`config.mk`:
```
export PLATFORM = sky130hd
export DESIGN_NAME = rmq_div_pipe
export DESIGN_NICKNAME = d
export VERILOG_FILES = /design/src/rtl/rmq_pkg.sv /design/src/rtl/rmq_div_pipe.sv
export SDC_FILE = /design/constraint.sdc
export NUM_CORES = 2
export LEC_CHECK = 0
export BUFFER_PORTS_ARGS = -buffer_cell sky130_fd_sc_hd__buf_2
export CAP_MARGIN = 20
export CELL_PAD_IN_SITES_DETAIL_PLACEMENT = 0
export CELL_PAD_IN_SITES_GLOBAL_PLACEMENT = 1
export CORE_UTILIZATION = 49
export CTS_BUF_LIST = sky130_fd_sc_hd__clkbuf_8
export DETAILED_ROUTE_END_ITERATION = 6
export HOLD_SLACK_MARGIN = 0.08
export PLACE_DENSITY_LB_ADDON = 0.25
export SLEW_MARGIN = 20
export SYNTH_ARGS = -nofsm -noshare
export SYNTH_HDL_FRONTEND = slang
export SYNTH_SLANG_ARGS = --single-unit
```
`constraint.sdc`:
```
create_clock -name clock -period 3.45 [get_ports clock]
set_input_delay 0 -clock clock [delete_from_list [all_inputs] [get_ports clock]]
set_output_delay 0 -clock clock [all_outputs]
set_load 0.02 [all_outputs]
```
`src/rtl/rmq_pkg.sv`:
```
// ----------------------------------------------------------------------------
// rmq_pkg
// shared types for the rotation matrix to quaternion pipeline
// ----------------------------------------------------------------------------
package rmq_pkg;

   typedef enum logic [1:0] {
      PIVOT_W = 2'd0,
      PIVOT_X = 2'd1,
      PIVOT_Y = 2'd2,
      PIVOT_Z = 2'd3
   } pivot_type;

   localparam int PIVOT_WIDTH = 2;

   // pipeline control handed to the arithmetic pipes
   typedef struct packed {
      logic advance;
      logic valid;
   } pipe_ctl_type;

endpackage

```
`src/rtl/rmq_div_pipe.sv`:
```
// ----------------------------------------------------------------------------
// rmq_div_pipe
// unsigned restoring divider, one quotient bit per register stage
// ----------------------------------------------------------------------------
module rmq_div_pipe #(
   parameter int DIVIDEND_WIDTH = 32,
   parameter int DIVISOR_WIDTH  = 18,
   parameter int SIDE_WIDTH     = 1
) (
   input  logic                        clock,
   input  logic                        reset,
   input  rmq_pkg::pipe_ctl_type       ctl_in,
   input  logic [DIVIDEND_WIDTH-1:0]   dividend,
   input  logic [DIVISOR_WIDTH-1:0]    divisor,
   input  logic [SIDE_WIDTH-1:0]       side_in,
   output logic                        valid_out,
   output logic [DIVIDEND_WIDTH-1:0]   quotient,
   output logic [SIDE_WIDTH-1:0]       side_out
);
   import rmq_pkg::*;

   localparam int NW = DIVIDEND_WIDTH;
   localparam int DW = DIVISOR_WIDTH;

   logic [NW-1:0]         q_ff   [NW];
   logic [DW-1:0]         rem_ff [NW];
   logic [NW-1:0]         n_ff   [NW];
   logic [DW-1:0]         d_ff   [NW];
   logic [SIDE_WIDTH-1:0] sd_ff  [NW];
   logic                  vld_ff [NW];

   for (genvar i = 0; i < NW; i++) begin : g_stage
      logic [NW-1:0]         q_prev;
      logic [DW-1:0]         rem_prev;
      logic [NW-1:0]         n_prev;
      logic [DW-1:0]         d_prev;
      logic [SIDE_WIDTH-1:0] sd_prev;
      logic                  vld_prev;
      logic [DW:0]           rem_sh;
      logic [DW:0]           diff;
      logic [NW-1:0]         q_in;
      logic [DW-1:0]         rem_in;

      if (i == 0) begin : g_first
         assign q_prev   = '0;
         assign rem_prev = '0;
         assign n_prev   = dividend;
         assign d_prev   = divisor;
         assign sd_prev  = side_in;
         assign vld_prev = ctl_in.valid;
      end else begin : g_next
         assign q_prev   = q_ff[i-1];
         assign rem_prev = rem_ff[i-1];
         assign n_prev   = n_ff[i-1];
         assign d_prev   = d_ff[i-1];
         assign sd_prev  = sd_ff[i-1];
         assign vld_prev = vld_ff[i-1];
      end

      always_comb begin
         rem_sh = {rem_prev, n_prev[NW-1]};
         diff   = rem_sh - {1'b0, d_prev};
         if (rem_sh >= {1'b0, d_prev}) begin
            rem_in = diff[DW-1:0];
            q_in   = {q_prev[NW-2:0], 1'b1};
         end else begin
            rem_in = rem_sh[DW-1:0];
            q_in   = {q_prev[NW-2:0], 1'b0};
         end
      end

      always_ff @(posedge clock) begin
         if (reset) begin
            vld_ff[i] <= 1'b0;
         end else if (ctl_in.advance) begin
            vld_ff[i] <= vld_prev;
         end
      end

      always_ff @(posedge clock) begin
         if (ctl_in.advance) begin
            q_ff[i]   <= q_in;
            rem_ff[i] <= rem_in;
            n_ff[i]   <= {n_prev[NW-2:0], 1'b0};
            d_ff[i]   <= d_prev;
            sd_ff[i]  <= sd_prev;
         end
      end
   end

   assign valid_out = vld_ff[NW-1];
   assign quotient  = q_ff[NW-1];
   assign side_out  = sd_ff[NW-1];

endmodule

```
* After elaboration in Yosys (flattened, before gate mapping)
Memories as Yosys holds them, arrays and structs flattened.
Index checks and enable logic that the tools add are counted.
** Word-level totals
- Register bits :: 0
- Latch bits :: 0
- Memory bits (writable) :: 3232
- Memory bits (read-only) :: 0
- Input port bits :: 55
- Output and inout bits :: 34
- Memories :: 6
** Memory list
- q_ff :: depth 32, bits a word 32, read ports 32, clocked after Yosys merged registers in 0, write ports 32, line rmq_div_pipe.sv:25 : logic [NW-1:0] q_ff [NW];
- n_ff :: depth 32, bits a word 31, read ports 31, clocked after Yosys merged registers in 0, write ports 32, line rmq_div_pipe.sv:27 : logic [NW-1:0] n_ff [NW];
- d_ff :: depth 32, bits a word 18, read ports 31, clocked after Yosys merged registers in 0, write ports 32, line rmq_div_pipe.sv:28 : logic [DW-1:0] d_ff [NW];
- rem_ff :: depth 32, bits a word 18, read ports 31, clocked after Yosys merged registers in 0, write ports 32, line rmq_div_pipe.sv:26 : logic [DW-1:0] rem_ff [NW];
- sd_ff :: depth 32, bits a word 1, read ports 32, clocked after Yosys merged registers in 0, write ports 32, line rmq_div_pipe.sv:29 : logic [SIDE_WIDTH-1:0] sd_ff [NW];
- vld_ff :: depth 32, bits a word 1, read ports 32, clocked after Yosys merged registers in 0, write ports 32, line rmq_div_pipe.sv:30 : logic vld_ff [NW];
** Operators by class
- Add/subtract/negate cells :: 32
- Multiply operators :: 0
- Divide/modulo/power cells :: 0
- Magnitude comparators :: 32
- Equal/unequal tests :: 0
- Shift operators :: 0
- Muxes and demuxes :: 102
- Bitwise gates (word level) :: 32
- Reduce and logical (&&, ||, !) cells :: 0
** Operator list (number)
- greater-or-equal comparator 19 x 18 -> 1 bit :: 31
- two-way mux 18 bit :: 32
- subtractor 18 bit :: 31
- two-way mux 1 bit :: 70
- bitwise OR 1 bit :: 32
- greater-or-equal comparator 1 x 18 -> 1 bit :: 1
- subtractor 1 x 18 -> 18 bit :: 1

* Longest topological paths before layout
- Depth in word-level cells :: 4
- Depth in mapped cells :: 12

* Worst setup path after synthesis
Ideal clock, no wire load.
- Path type :: register -> register
- From :: memory rem_ff[4][0] (netlist name)
- To :: memory rem_ff[5][7] (netlist name) (data pin)
- Library setup time :: 260 ps
- Arrival :: 2534 ps
- Setup slack :: 656 ps
- Cell stages (with the launch flop) :: 9
- Buffers on the path :: 1
- Path through :: edfxtp_1 > ha_1 > nor2b_1 > o31a_1 > o211ai_1 > a211oi_1 > a2111oi_4 > buf_2 > mux2_2
** RTL lines (line)
- from (decl) :: rmq_div_pipe.sv:26

==> flow_summary_export.csv <==
group,metric,value,unit
placed_design,dpl-instance-area,106200,µm²
global_route,overflow,0,
synthesis,synth.avg_cell_area,13.86,µm²
global_route,grt_util_all_layers,18.81,%
setup_path,start_kind,"register",
synthesis,synth_ff_type,"edfxtp_1",
cells_and_area,final_net_count,8567,
clock_tree,insertion_delay,1.03,ns
clock_tree,htreeDepth,5,
clock_tree,numCtsBuffers,375,
setup_path,r2r_setup_slack,0.13,ns
worst_hold_path,min_path_type,"primary input to register",
synthesis,syn_area,101800,µm²
job,maxCapViolCount,0,
routing,vias,58340,
floorplan,io-pin-count,89,
floorplan,start_util,49.55,%
pwr,p_per_area,858.6,nW/µm²
sta,relSlewSlack,38.91,%
synthesis,synth_seq_area_share,65.03,%
setup_path,critical_path_class,"register to register",
floorplan,dieHeight,457.7,µm
setup_path,crit_family,"compound AO/OA/AOI/OAI gates",
setup_path,worstPathArrival,4.04,ns
synthesis,yosys.area.top_type,"edfxtp_1",
setup_path,critPathBufInv,3,
synthesis,synth_area_leaders,"edfxtp_1 65%, ha_1 6.9%, mux2_2 3.7%",
pwr,power.leakage,44.12,nW
sta,fin_crit_sh,96.11,%
clock_tree,clock-sinks,2204,
floorplan,core-area,205400,µm²
routing,dr.pass1.iters,5,
routing,drt_iter0_markers,3607,
clock_tree,cts_buffer_depth,4,
floorplan,die_w,457.7,µm
sta,setup_viol,0,
routing,drtAntennaViolNets,0,
cells_and_area,n_fill_cell,16850,
floorplan,rows,166,
sta,finClkSkew,0.07410,ns
placed_design,gp_routability_congestion,0.8572,
sta,report.final.hold_viol_count,0,
sta,slew_viol_final,0,
sta,timing.hold.ws,0.2264,ns
cells_and_area,area_delta_synth_final,12.34,%
setup_path,path_depth,10,
setup_path,crit_chain,"inv_1, ha_1, nor2b_1, o31a_1, o31ai_4, o21ai_0, a2111oi_4, buf_4, buf_4, o21ai_0",
setup_path,endpoint,"rem_ff[7][7]",
setup_path,cp-startpoint,"d_ff[0][109]",
synthesis,synth-edff-count,2204,
sta,rsz0062_at_grt,"false",
synthesis,ys_types,97,
routing,wire_per_inst,18.21,µm
synthesis,ys_ff_latch,2204,
setup_path,slowest_stage,"edfxtp_1",
clock_tree,clkTransAtPathRegs,0.07,ns
setup_path,path_max_fanout,25,
cells_and_area,drive_gt1_share,13.70,%
setup_path,r2r_end,"rem_ff[7][7]",
synthesis,async_reset_ff_share,0,%
clock_tree,cts-root-buf,"clkbuf_8",
routing,vias_per_cell,5.362,
sta,fmax,301.6,MHz
sta,setup_tns,0,ns
sta,fin_crit,3.316,ns
synthesis,synth_top_area_share,65.03,%
setup_path,crit_required,4.18,ns
placed_design,placedCellCount,10110,
global_route,grt_max_degree,148,
placed_design,place_ws,-0.03943,ns
run_status,status,"complete, no violations",
synthesis,synthesis.nets,7987,
floorplan,die_area,209500,µm²
setup_path,critPathMaxStageDelay,0.43,ns
clock_tree,cts_tree,"done",
placed_design,dpl.hpwl,138300,µm
pwr,ir_drop,0.0004781,V
placed_design,port_buffers,88,
global_route,grt_pass1_vias,57680,
global_route,grt_pass1_wl,313600,µm
setup_path,timing.rr.start,"d_ff[0][109]",
cells_and_area,fin_cells,10880,
routing,drc,0,
global_route,antenna_found_initial,4,
sta,tightest_slew,0.9122,ns
setup_path,worst_setup_path_end_kind,"register",
synthesis,yosys_warnings,0,
sta,post-route-worst-setup-slack,0.1341,ns
synthesis,netlist_instances,7342,
setup_path,reg2regPathDepth,10,
cells_and_area,final_area,114300,µm²
routing,wirelength,198100,µm
==> power breakdown <==
| group | total, W | switching (W) | internal, W |
|---|---|---|---|
| combinational | 0.0369 | 0.0199 | 0.0170 |
| sequential | 0.0395 | 0.00285 | 0.0366 |
| clock | 0.0218 | 0.0102 | 0.0117 |
==> synth_stat cells, drive strengths merged (41+ instances only) <==
library cell / number
xnor2: 253
and3: 45
clkbuf: 68
a31oi: 79
buf: 57
o21a: 101
nor2: 363
nor4: 49
xor2: 116
o21ai: 358
inv: 773
ha: 560
a211oi: 101
edfxtp: 2204
a21oi: 428
nand4: 63
nand2b: 77
nor3: 82
nor2b: 70
nand2: 313
nand3: 109
mux2: 345
mux2i: 41
and2: 56
o31ai: 45
a21o: 128
==> sequential cells by signal (all words and copies together), names as in the netlist <==
register,flops
rem_ff,558
d_ff,558
sd_ff,32
vld_ff,32
n_ff,496
q_ff,528
==> area by class of cell <==
cell class | instances | area [µm²] | share of cell area (%)
Sequential cell | 2204 | 66180 | 57.88
Multi-Input combinational cell | 4239 | 32100 | 28.07
Clock buffer | 377 | 5189 | 4.538
Tap cell | 2688 | 3363 | 2.941
Timing Repair Buffer | 328 | 2912 | 2.546
Inverter | 774 | 2905 | 2.541
Clock inverter | 266 | 1679 | 1.469
Antenna cell | 3 | 7.507 | 0.006566
==> logic make-up after synthesis <==
kind of cell	share of synthesized area, %
flops	65.03
compound gates	10.21
simple gates	6.384
buf+inv	3.472
fa+ha+maj	7.475
mux	4.250
xor+xnor	3.175
==> cells in the final DEF, fill, tap and decap left out, types with 100 or more instances in the layout <==
cell / n
nand3_1: 109
nand2_1: 313
o21ai_0: 344
a21oi_1: 422
o21a_1: 100
mux2_2: 336
inv_1: 860
xnor2_1: 253
edfxtp_1: 2204
dlygate4sd3_1: 117
nor2_1: 363
clkbuf_8: 377
ha_1: 560
xor2_1: 116
a21o_1: 128
==> tightest hold or removal path, delay by kind of cell <==
| family | cells | cell delay (ns) |
|---|---|---|
| buf+inv | 3 | 1.14 |
==> worst min path at each step <==
stage                            start          end  slack [ns]  cells after the start
after detailed placement  dividend[20]  n_ff[0][20]        0.18                      1
final                     dividend[12]  n_ff[0][12]        0.23                      3
after CTS                 dividend[10]  n_ff[0][10]        0.08                      3
after global placement     dividend[9]   n_ff[0][9]        0.18                      1
after global routing      dividend[13]  n_ff[0][13]        0.12                      3
after floorplan             divisor[0]   d_ff[0][0]         0.1                      0
==> per-stage QoR <==
step                      power [W]  util, %
after global routing         0.1047    55.66
final                       0.09817    55.66
after global placement      0.07610    51.71
after detailed placement    0.07635    51.72
after floorplan             0.06673        -
after CTS                   0.09910    55.65
==> routing by layer <==
metal	wire, µm	vias up	global-route usage [%]
met3	7511	397	2.902
li1	-	28760	-
met5	0	-	0
met2	90110	1071	29.52
met1	94420	28110	26.63
met4	6047	0	6.625
==> timing repair <==
action / 4_1_cts / 5_1_grt
hold endpoints to repair: 2097 / 0
setup buffers: 2 / 0
endpoints found under the setup margin: 6 / 13
pin swaps: 1 / 0
hold buffers: 118 / 0
gates resized for setup: 0 / 3
(Power assumes the default switching activity.)
