==> src/rtl/rmq_pkg.sv <==
// ----------------------------------------------------------------------------
// rmq_pkg
// shared types for the rotation matrix to quaternion pipeline
// ----------------------------------------------------------------------------
package rmq_pkg;

   typedef enum logic [1:0] {
      PIVOT_W = 2'd0,
      PIVOT_X = 2'd1,
      PIVOT_Y = 2'd2,
      PIVOT_Z = 2'd3
   } pivot_type;

   localparam int PIVOT_WIDTH = 2;

   // pipeline control handed to the arithmetic pipes
   typedef struct packed {
      logic advance;
      logic valid;
   } pipe_ctl_type;

endpackage

==> src/rtl/rmq_sqrt_pipe.sv <==
// ----------------------------------------------------------------------------
// rmq_sqrt_pipe
// integer square root, one root digit per register stage, with sideband
// ----------------------------------------------------------------------------
module rmq_sqrt_pipe #(
   parameter int VALUE_WIDTH = 34,
   parameter int SIDE_WIDTH  = 1,
   localparam int ROOT_WIDTH = VALUE_WIDTH / 2
) (
   input  logic                     clock,
   input  logic                     reset,
   input  rmq_pkg::pipe_ctl_type    ctl_in,
   input  logic [VALUE_WIDTH-1:0]   value,
   input  logic [SIDE_WIDTH-1:0]    side_in,
   output logic                     valid_out,
   output logic [ROOT_WIDTH-1:0]    root,
   output logic [SIDE_WIDTH-1:0]    side_out
);
   import rmq_pkg::*;

   localparam int QW  = ROOT_WIDTH;
   localparam int RWI = QW + 3;

   logic [QW-1:0]          q_ff   [QW];
   logic [RWI-1:0]         r_ff   [QW];
   logic [VALUE_WIDTH-1:0] v_ff   [QW];
   logic [SIDE_WIDTH-1:0]  sd_ff  [QW];
   logic                   vld_ff [QW];

   for (genvar i = 0; i < QW; i++) begin : g_stage
      logic [QW-1:0]          q_prev;
      logic [RWI-1:0]         r_prev;
      logic [VALUE_WIDTH-1:0] v_prev;
      logic [SIDE_WIDTH-1:0]  sd_prev;
      logic                   vld_prev;
      logic [RWI-1:0]         r_sh;
      logic [RWI-1:0]         trial;
      logic [QW-1:0]          q_in;
      logic [RWI-1:0]         r_in;

      if (i == 0) begin : g_first
         assign q_prev   = '0;
         assign r_prev   = '0;
         assign v_prev   = value;
         assign sd_prev  = side_in;
         assign vld_prev = ctl_in.valid;
      end else begin : g_next
         assign q_prev   = q_ff[i-1];
         assign r_prev   = r_ff[i-1];
         assign v_prev   = v_ff[i-1];
         assign sd_prev  = sd_ff[i-1];
         assign vld_prev = vld_ff[i-1];
      end

      always_comb begin
         r_sh  = {r_prev[RWI-3:0], v_prev[VALUE_WIDTH-1 -: 2]};
         trial = {1'b0, q_prev, 2'b01};
         if (r_sh >= trial) begin
            r_in = r_sh - trial;
            q_in = {q_prev[QW-2:0], 1'b1};
         end else begin
            r_in = r_sh;
            q_in = {q_prev[QW-2:0], 1'b0};
         end
      end

      always_ff @(posedge clock) begin
         if (reset) begin
            vld_ff[i] <= 1'b0;
         end else if (ctl_in.advance) begin
            vld_ff[i] <= vld_prev;
         end
      end

      always_ff @(posedge clock) begin
         if (ctl_in.advance) begin
            q_ff[i]  <= q_in;
            r_ff[i]  <= r_in;
            v_ff[i]  <= {v_prev[VALUE_WIDTH-3:0], 2'b00};
            sd_ff[i] <= sd_prev;
         end
      end
   end

   assign valid_out = vld_ff[QW-1];
   assign root      = q_ff[QW-1];
   assign side_out  = sd_ff[QW-1];

endmodule

==> config.mk <==
export PLATFORM = sky130hd
export DESIGN_NAME = rmq_sqrt_pipe
export DESIGN_NICKNAME = d
export VERILOG_FILES = /design/src/rtl/rmq_pkg.sv /design/src/rtl/rmq_sqrt_pipe.sv
export SDC_FILE = /design/constraint.sdc
export NUM_CORES = 1
export LEC_CHECK = 0
export BUFFER_PORTS_ARGS = -buffer_cell sky130_fd_sc_hd__buf_2
export CAP_MARGIN = 25
export CORE_MARGIN = 10
export CORE_UTILIZATION = 26
export DETAILED_ROUTE_END_ITERATION = 10
export GPL_TIMING_DRIVEN = 0
export HOLD_SLACK_MARGIN = 0.02
export PLACE_DENSITY = 0.41
export SYNTH_ARGS = -nofsm -noshare
export SYNTH_HDL_FRONTEND = slang
export SYNTH_SLANG_ARGS = --single-unit
export TNS_END_PERCENT = 100
==> constraint.sdc <==
create_clock -name clock -period 2.5 [get_ports clock]
set_input_delay 0 -clock clock [delete_from_list [all_inputs] [get_ports clock]]
set_output_delay 0 -clock clock [all_outputs]
set_load 0.02 [all_outputs]
# After elaboration in Yosys (flattened, before gate mapping)
# Memories as Yosys holds them, arrays and structs flattened.
# Cells that the tools add are included.
[totals] word_cells=113 out_inout_bits=19 in_bits=39 ramBits=1207 regBits=0 memories=5
[classes] mux=57 order_cmp=17 addsub=17 bitwise_logic=17
[mem_list] memory="v_ff" depth=17 word_bits=32 rd=16 rd_ports_with_merged_regs=0 write_ports=17 line_no="rmq_sqrt_pipe.sv:26" rtl="logic [VALUE_WIDTH-1:0] v_ff [QW];"
[mem_list] memory="r_ff" depth=17 word_bits=20 rd=16 rd_ports_with_merged_regs=0 write_ports=17 line_no="rmq_sqrt_pipe.sv:25" rtl="logic [RWI-1:0] r_ff [QW];"
[mem_list] memory="q_ff" depth=17 word_bits=17 rd=17 rd_ports_with_merged_regs=0 write_ports=17 line_no="rmq_sqrt_pipe.sv:24" rtl="logic [QW-1:0] q_ff [QW];"
[mem_list] memory="sd_ff" depth=17 word_bits=1 rd=17 rd_ports_with_merged_regs=0 write_ports=17 line_no="rmq_sqrt_pipe.sv:27" rtl="logic [SIDE_WIDTH-1:0] sd_ff [QW];"
[mem_list] memory="vld_ff" depth=17 word_bits=1 rd=17 rd_ports_with_merged_regs=0 write_ports=17 line_no="rmq_sqrt_pipe.sv:28" rtl="logic vld_ff [QW];"
[ops] operator="two-way mux 20 bit" count=17
[ops] operator="greater-or-equal comparator 20 x 19 -> 1 bit" count=16
[ops] operator="subtractor 20 x 19 -> 20 bit" count=16
[ops] operator="two-way mux 1 bit" count=40
[ops] operator="bitwise OR 1 bit" count=17
[ops] operator="subtractor 2 x 1 -> 3 bit (second input constant)" count=1
[ops] operator="greater-or-equal comparator 2 x 1 -> 1 bit (second input constant)" count=1

# Depth between registers and ports, before layout
# Gate-level depths: netlist of run 1.
[depth] ltp_word=4 depth_mapped=12 depth_no_buf=10

# Least setup slack after synthesis of run 1
# OpenSTA, ideal clock, no wires.
[synth_timing] path_kind="register -> register" from="mem r_ff[0][228] (netlist name)" to="mem r_ff[0][247] (netlist name), data pin" arrival_time_ns=2.306 setup_time_ns=0.260 required_time_ns=2.240 synth_period_minus_slack_ns=2.566 path_stages_with_launch=9 n_path_buf=2 setup_slack_ns=-0.066 path_cell_list="edfxtp_1 -> ha_1 -> buf_4 -> nand4_1 -> or4_1 -> o31ai_1 -> or2_1 -> buf_6 -> mux2_2"
[synth_lines] element="start: declaration" line_no="rmq_sqrt_pipe.sv:25"

==> results of run 1 <==
-- how the worst min path moves through the flow --
stage                         start     endpoint  slack (ps)  cells after the start
after global routing      ctl_in[1]  v_ff[0][34]        -140                      1
after global placement    value[15]  v_ff[0][15]         180                      1
after CTS                 ctl_in[1]  v_ff[0][34]        -180                      1
final                     ctl_in[1]  v_ff[0][34]        -160                      1
after detailed placement  value[27]  v_ff[0][27]         180                      1
after floorplan             side_in  sd_ff[0][0]         100                      0
-- area by class of cell --
class	instances	area, µm²	area share
flip-flops and latches	727	21830	0.5089
repair buffers	297	2683	0.06253
clock inverters	49	370.4	0.008633
plain buffers	30	390.4	0.009099
multi-input cells	1489	12440	0.2901
clock buffers	111	2352	0.05483
inverters	203	767.0	0.01788
well taps	1650	2064	0.04812
-- repair_timing --
action	CTS	global route
hold endpoints to repair	153	83
setup buffers	72	84
pin swaps	53	78
gates cloned	8	5
gates resized for setup	249	319
endpoints found under the setup margin	190	205
-- cells in the mapped netlist (4+ instances only) --
library cell	count	area share
clkbuf_1	13	0.0015
edfxtp_1	727	0.66
o21a_1	30	0.0068
a31oi_1	11	0.0021
mux2i_1	5	0.0015
a21o_1	30	0.0068
nor2b_1	23	0.0044
xor2_1	92	0.024
or2_2	9	0.0017
nand4_1	23	0.0044
o31a_1	4	0.0011
nand2_1	116	0.013
o21ai_0	92	0.014
o22ai_1	5	0.00095
nor3b_1	5	0.0011
xnor2_1	110	0.029
nor2_1	200	0.023
or3_1	27	0.0051
nand3_1	37	0.0056
nand2b_1	34	0.0064
a21boi_0	7	0.0016
and2_1	24	0.0046
nor3_1	59	0.0089
mux2_2	26	0.0089
inv_1	202	0.023
a211oi_1	11	0.0025
o31ai_1	11	0.0025
o21ai_1	4	0.00061
buf_4	6	0.0014
or4_1	15	0.0034
and3_1	6	0.0011
a21oi_1	186	0.028
a21oi_2	5	0.0013
nor4_1	27	0.0051
ha_1	171	0.065
buf_2	19	0.0029
nand3b_1	4	0.00091
o211ai_1	12	0.0027
-- cell families after synthesis --
family / count (synthesis)
compound gates: 452
xor+xnor: 202
fa+ha+maj: 171
buf+inv: 244
flops: 727
mux: 33
other cells: 1
simple gates: 629
-- power groups by stage --
stage                     registers (W)  clock network, W  logic (W)
after CTS                        0.0159            0.0127    0.00562
final                            0.0160            0.0121    0.00645
after global routing             0.0161            0.0132    0.00710
after floorplan                  0.0158                 0    0.00347
after detailed placement         0.0161                 0    0.00469
after global placement           0.0164                 0    0.00459
-- registers in the layout, indices dropped and copies added (netlist names) --
name and cells:
sd_ff 17, r_ff 268, vld_ff 17, v_ff 272, q_ff 153
-- metal layers --
metal	GRT usage	wire length, µm
met3	0.01908	3189
met1	0.1252	32450
met4	0.03946	2085
met5	0	0
met2	0.1524	33130
-- metrics by stage --
step / utilization / cells / setup TNS (ps)
CTS: 0.3246 / 4475 / -6811
detailed placement: 0.2824 / 4172 / -167750
global placement: 0.2810 / 4166 / -7158130
floorplan: - / 2459 / 0
finish: 0.3408 / 4556 / -4719
global route: 0.3408 / 4556 / -12990
==> qor.log, run 1 <==
[critical_path] Critical-path top delay cell edfxtp_1
[global_routing] number of antenna violations at the first check in global routing 0
[logic_synthesis] fraction of synthesized cell area in xor and xnor cells 0.05362
[logic_synthesis] mux share of post-synthesis cell area 0.01119
[timing] final number of setup-violating endpoints 77
[global_routing] largest net degree at the start of global routing 126
[clock_network] clock tree from TritonCTS done
[timing] Max Slew Vio Count 0
[drt] DRC Markers 0
[clock_network] maximum level of the CTS H-tree 3
[placed_design] DP HPWL 45340 µm
[logic_synthesis] Synth Area per Inst 13.42 µm²
[power_and_ir_drop] total power density per cell area 805.3 nW/µm²
[floorplan] count of pins on the block boundary 58
[critical_path] Critical Path Start Type register
[power_and_ir_drop] P_int 0.02540 W
[logic_synthesis] dominant combinational cell family by area after synthesis simple AND/OR/NAND/NOR gates
[timing] shortest period the worst path allows 2639 ps
[floorplan] die extent in x 376.2 µm
[layout] layout cells sized above 1 0.2602
[critical_path] cells traversed along the worst timing path ha_4 > nand4_1 > a211oi_4 > nor3_4 > o21a_4 > o41ai_4 > buf_6 > buf_8 > mux2_4
[critical_path] FF-to-FF End r_ff[0][311]
[timing] Layout Skew 40.61 ps
[critical_path] worst r2r src r_ff[0][285]
[clock_network] maximum clock insertion buffer count 3
[power_and_ir_drop] Sw Share 0.2649
[global_routing] via count of the first global-routing pass 20400
[drt] number of DRC markers in iteration 0 1235
[drt] Via Count 20290
[clock_network] number of buffers inserted for hold repair after clock tree synthesis 70
[timing] hold violation count in the final report 83
[floorplan] # rows 130
[placed_design] setup slack at placement -581.3 ps
[drt] vias per cell 4.453
[drt] number of detailed-route iterations in the first pass 5
[clock_network] total CTS buffers 88
[logic_synthesis] number of distinct standard cells referenced by the synthesized netlist 85
[clock_network] clock sink total 727
[critical_path] internal reg-to-reg setup slack -140 ps
[logic_synthesis] Synthesis Warnings 0
[logic_synthesis] Post-synth ARST share 0
[layout] Final #Nets 3046
[global_routing] global-route total usage across every layer 0.09529
[critical_path] Worst Path Class, Setup reg -> reg
[placed_design] number of buffers added on ports 57
[critical_path] family of cells with the greatest summed delay on the critical path compound AO/OA/AOI/OAI gates
[power_and_ir_drop] Sequential Power Share 0.462
[floorplan] effective utilization at floorplan 0.2621
[power_and_ir_drop] switching component of the power 0.009151 W
[clock_network] root buffer selected by CTS clkbuf_16
[global_routing] wire length of the first global-routing pass 109900 µm
[layout] final cell area excluding filler cells 42900 µm²
[critical_path] total stage count of the critical path 9
[logic_synthesis] EDFF count, synth 727
[layout] most common cell after layout, fill and taps aside edfxtp_1
[power_and_ir_drop] worst vdd rail ir drop 0.5347 mV
[timing] setup repair after global routing missed its margin true
[power_and_ir_drop] Logic pwr share 0.187
[timing] Hold Slack -164.6 ps
[logic_synthesis] synthesized-area fraction occupied by and/or/nand/nor cells 0.09458
[logic_synthesis] number of register bits inferred by synthesis 727
[placed_design] standard cell area after detailed placement 35560 µm²
[layout] commonest non-fill, non-tap cells in the layout edfxtp_1 (727), inv_1 (190), nor2_1 (153)
[timing] worst relative slew slack 0.4964
[floorplan] area of the core 125900 µm²
[critical_path] signal arrival time at the worst endpoint 3050 ps
[critical_path] critical path endpoint category register
[timing] post-layout worst setup margin -138.6 ps
[logic_synthesis] Post-Synthesis Cells 2459
[critical_path] launching instance or port of the critical path r_ff[0][285]
[global_routing] GRT Residual Overflow 0
[job] number of violations of the max-capacitance limit 0
[clock_network] Clk pin slew, worst setup/hold paths 60 ps
[logic_synthesis] Post-Synthesis Cell Area 32990 µm²
[critical_path] worst r2r path cells 9
[power_and_ir_drop] Design Power 0.03455 W
[timing] Tcrit/Tclk final 1.055
[critical_path] capture point of the critical path r_ff[0][311]
[power_and_ir_drop] fraction of power consumed by the clock network 0.351
[worst_hold_path] worst hold path class in -> reg
[floorplan] Die ar. 141500 µm²
[critical_path] number of buffers and inverters on the critical path 2
[layout] ANT cells 0
[critical_path] required time at the worst-slack endpoint 2910 ps
[layout] Filler Cell Count 12340
[drt] Total Routed Length 70860 µm
[logic_synthesis] flip-flop cell with the highest count after synthesis edfxtp_1
[logic_synthesis] adder-cell share of the synthesized area 0.06485
[logic_synthesis] part of the Yosys area used for sequential elements 0.6617
[drt] Routed wire per std cell 15.55 µm
[floorplan] vertical extent of the die 376.2 µm
[clock_network] clock latency on the worst-skew pair 670 ps
[timing] fmax 379.0 MHz
[timing] worst slew pin tran 749.2 ps
[logic_synthesis] net count after synthesis 2669
[critical_path] maximum cell stage delay along the critical path 430 ps
[drt] remaining antenna violation count after routing 0
[logic_synthesis] area fraction in compound gates after synthesis 0.08430
[critical_path] highest fanout seen on the critical path 5
[status] result of the run finished, violations left
[power_and_ir_drop] leakage component of the power 15.94 nW
[status] violated checks negative hold slack, negative setup slack
[placed_design] Routability Congestion 0.8616
[layout] synthesis-to-finish area growth 30.03%
Power figures use the tool's default switching activity.
==> run 2: changes to the inputs <==
--- a/config.mk
+++ b/config.mk
@@ -7,9 +7,11 @@
 export LEC_CHECK = 0
 export BUFFER_PORTS_ARGS = -buffer_cell sky130_fd_sc_hd__buf_2
 export CAP_MARGIN = 25
+export CORE_ASPECT_RATIO = 2
 export CORE_MARGIN = 10
 export CORE_UTILIZATION = 26
 export DETAILED_ROUTE_END_ITERATION = 10
+export GPL_ROUTABILITY_DRIVEN = 0
 export GPL_TIMING_DRIVEN = 0
 export HOLD_SLACK_MARGIN = 0.02
 export PLACE_DENSITY = 0.41
==> run 2 against run 1 <==
The run ends with negative setup slack left. First-iteration DRC count fell by 35%. Final area rose by 1.3%. Die area grew 0.61%. Sequential share of layout area down 0.65 points. Sequential power about the same. Register-to-register slack worse by 50 ps. Routed wire length rose by 14%. Largest power group unchanged. Highest routed layer unchanged.
==> qor.log, run 2 (synthesis results as in run 1) <==
[drt] DRC Markers 0 [unchanged]
[global_routing] number of antenna violations at the first check in global routing 2 [was 0]
[critical_path] cells traversed along the worst timing path or3_4 > or3_4 > nor4_4 > o31a_1 > and3_4 > inv_8 > mux2_4 [was ha_4 > nand4_1 > a211oi_4 > nor3_4 > o21a_4 > o41ai_4 > buf_6 > buf_8 > mux2_4]
[status] result of the run finished, violations left [unchanged]
[layout] core occupancy in the finished layout 0.3451 [was 0.3408]
[floorplan] # rows 184 [was 130]
[critical_path] required time at the worst-slack endpoint 2920 ps [was 2910 ps]
[critical_path] total stage count of the critical path 7 [was 9]
[clock_network] clock latency on the worst-skew pair 670 ps [about the same]
[clock_network] root buffer selected by CTS clkbuf_16 [unchanged]
[global_routing] wire length of the first global-routing pass 120500 µm [was 109900 µm]
[critical_path] Worst Path Class, Setup reg -> reg [unchanged]
[floorplan] die extent in x 271.9 µm [was 376.2 µm]
[clock_network] clock tree from TritonCTS done [unchanged]
[global_routing] largest net degree at the start of global routing 124 [was 126]
[placed_design] standard cell area after detailed placement 35590 µm² [was 35560 µm²]
[layout] most common cell after layout, fill and taps aside edfxtp_1 [unchanged]
[layout] post-layout instance count excluding filler cells 4576 [was 4556]
[global_routing] via count of the first global-routing pass 22080 [was 20400]
[placed_design] number of buffers added on ports 57 [unchanged]
[clock_network] Clk pin slew, worst setup/hold paths 70 ps [was 60 ps]
[critical_path] Critical-path top delay cell or3_4 [was edfxtp_1]
[layout] Filler Cell Count 12160 [was 12340]
[critical_path] maximum cell stage delay along the critical path 400 ps [was 430 ps]
[layout] commonest non-fill, non-tap cells in the layout edfxtp_1 (727), inv_1 (181), nor2_1 (143) [was edfxtp_1 (727), inv_1 (190), nor2_1 (153)]
[critical_path] capture point of the critical path r_ff[0][164] [was r_ff[0][311]]
[layout] synthesis-to-finish area growth 31.73% [was 30.03%]
[status] violated checks negative setup slack [was negative hold slack, negative setup slack]
[critical_path] FF-to-FF End r_ff[0][164] [was r_ff[0][311]]
[layout] layout cells sized above 1 0.2899 [was 0.2602]
[drt] vias per cell 4.473 [was 4.453]
[clock_network] total CTS buffers 77 [was 88]
[floorplan] effective utilization at floorplan 0.2620 [was 0.2621]
[critical_path] critical path endpoint category register [unchanged]
[floorplan] Die ar. 142400 µm² [was 141500 µm²]
[drt] number of DRC markers in iteration 0 800 [was 1235]
[drt] Via Count 20470 [was 20290]
[power_and_ir_drop] leakage component of the power 16.06 nW [was 15.94 nW]
[drt] Routed wire per std cell 17.62 µm [was 15.55 µm]
[timing] post-layout worst setup margin -186.4 ps [was -138.6 ps]
[drt] Total Routed Length 80650 µm [was 70860 µm]
[critical_path] highest fanout seen on the critical path 4 [was 5]
[global_routing] global-route total usage across every layer 0.1105 [was 0.09529]
[critical_path] worst r2r src r_ff[0][152] [was r_ff[0][285]]
[layout] biggest regs v_ff (272), r_ff (268), q_ff (153) [unchanged]
[layout] Final #Nets 3049 [was 3046]
[power_and_ir_drop] total power density per cell area 789.2 nW/µm² [was 805.3 nW/µm²]
[clock_network] clock sink total 727 [unchanged]
[critical_path] internal reg-to-reg setup slack -190 ps [was -140 ps]
[drt] number of detailed-route iterations in the first pass 6 [was 5]
[critical_path] launching instance or port of the critical path r_ff[0][152] [was r_ff[0][285]]
[timing] hold violation count in the final report 0 [was 83]
[layout] largest register by flop count v_ff [unchanged]
[critical_path] worst r2r path cells 7 [was 9]
[timing] worst relative slew slack 0.4043 [was 0.4964]
[floorplan] count of pins on the block boundary 58 [unchanged]
[drt] remaining antenna violation count after routing 0 [unchanged]
[clock_network] maximum level of the CTS H-tree 3 [unchanged]
[timing] Layout Skew 37.44 ps [was 40.61 ps]
[critical_path] number of buffers and inverters on the critical path 1 [was 2]
[clock_network] maximum clock insertion buffer count 3 [unchanged]
[global_routing] GRT Residual Overflow 0 [unchanged]
[timing] setup repair after global routing missed its margin true [unchanged]
[timing] worst slew pin tran 885.3 ps [was 749.2 ps]
[layout] final cell area excluding filler cells 43460 µm² [was 42900 µm²]
[timing] Max Slew Vio Count 0 [unchanged]
[critical_path] Worst path most repeated cell or3_4
[critical_path] family of cells with the greatest summed delay on the critical path simple AND/OR/NAND/NOR gates [was compound AO/OA/AOI/OAI gates]
[floorplan] vertical extent of the die 523.8 µm [was 376.2 µm]
[job] number of violations of the max-capacitance limit 0 [unchanged]
[timing] Tcrit/Tclk final 1.075 [was 1.055]
[critical_path] signal arrival time at the worst endpoint 3110 ps [was 3050 ps]
[power_and_ir_drop] worst vdd rail ir drop 0.8346 mV [was 0.5347 mV]
[layout] number of flip-flops in the largest register 272 [unchanged]
[timing] Hold Slack 75.13 ps [was -164.6 ps]
[placed_design] placed cell count 4196 [was 4172]
[timing] shortest period the worst path allows 2686 ps [was 2639 ps]
[timing] setup total negative slack -5869 ps [was -4719 ps]
[timing] fmax 372.3 MHz [was 379.0 MHz]
[critical_path] Critical Path Start Type register [unchanged]
[placed_design] DP HPWL 53640 µm [was 45340 µm]
[timing] final number of setup-violating endpoints 89 [was 77]
[worst_hold_path] number of cells on the worst hold path 2 [was 1]
[worst_hold_path] worst hold path class in -> reg [unchanged]
[floorplan] area of the core 125900 µm² [about the same]
## run 2: worst register-to-register path, delay by kind of cell (launching register included)
kind                   cells  cell delay [ps]
and+or+nand+nor            4             1420
DFF                        1              390
muxes                      1              290
AOI/OAI and AO/OA          1              280
buffers and inverters      1               70
## run 2: final cells by class
cell class,count,area [µm²],share of cell area
well taps,1674,2095,0.04819
repair buffers,314,2980,0.06857
diodes,1,2.502,0.00005758
flip-flops and latches,727,21830,0.5023
clock inverters,42,469.2,0.01080
plain buffers,28,424.2,0.009759
inverters,203,773.2,0.01779
clock buffers,99,2009,0.04623
multi-input cells,1488,12880,0.2963
## run 2: report_power, final
part / switching [W] / internal [W]
Clock: 0.00501 / 0.00648
Sequential: 0.000830 / 0.0151
Combinational: 0.00354 / 0.00334
Total: 0.00939 / 0.0249
## run 2: repair_timing
action / CTS / global route
endpoints found under the hold margin: 120 / 0
resized for setup: 429 / 279
hold buffers: 58 / 0
gates cloned: 15 / 3
pin swaps: 88 / 111
setup buffers: 103 / 78
endpoints found under the setup margin: 248 / 401
## run 2: worst min path at each step
stage | from | endpoint | slack (ps)
floorplan | side_in | sd_ff[0][0] | 100
global placement | value[19] | v_ff[0][19] | 180
detailed placement | value[14] | v_ff[0][14] | 180
CTS | value[9] | v_ff[0][9] | 20
global route | value[25] | v_ff[0][25] | 50
finish | value[1] | v_ff[0][1] | 80
## run 2: metrics by stage
step	setup slack, ps	power (W)
after floorplan	13.68	0.01928
after global placement	-10560	0.02105
after detailed placement	-1143	0.02093
after CTS	-245.5	0.03407
after global routing	-208.5	0.03595
final	-186.4	0.03430
## run 2: per-layer routing
| layer | track usage | up-vias | share of wire |
|---|---|---|---|
| met5 | 0 | - | 0 |
| met4 | 0.08913 | 0 | 0.082 |
| met3 | 0.01850 | 270 | 0.030 |
| met2 | 0.2413 | 421 | 0.62 |
| met1 | 0.07554 | 9954 | 0.27 |
| li1 | - | 9825 | - |
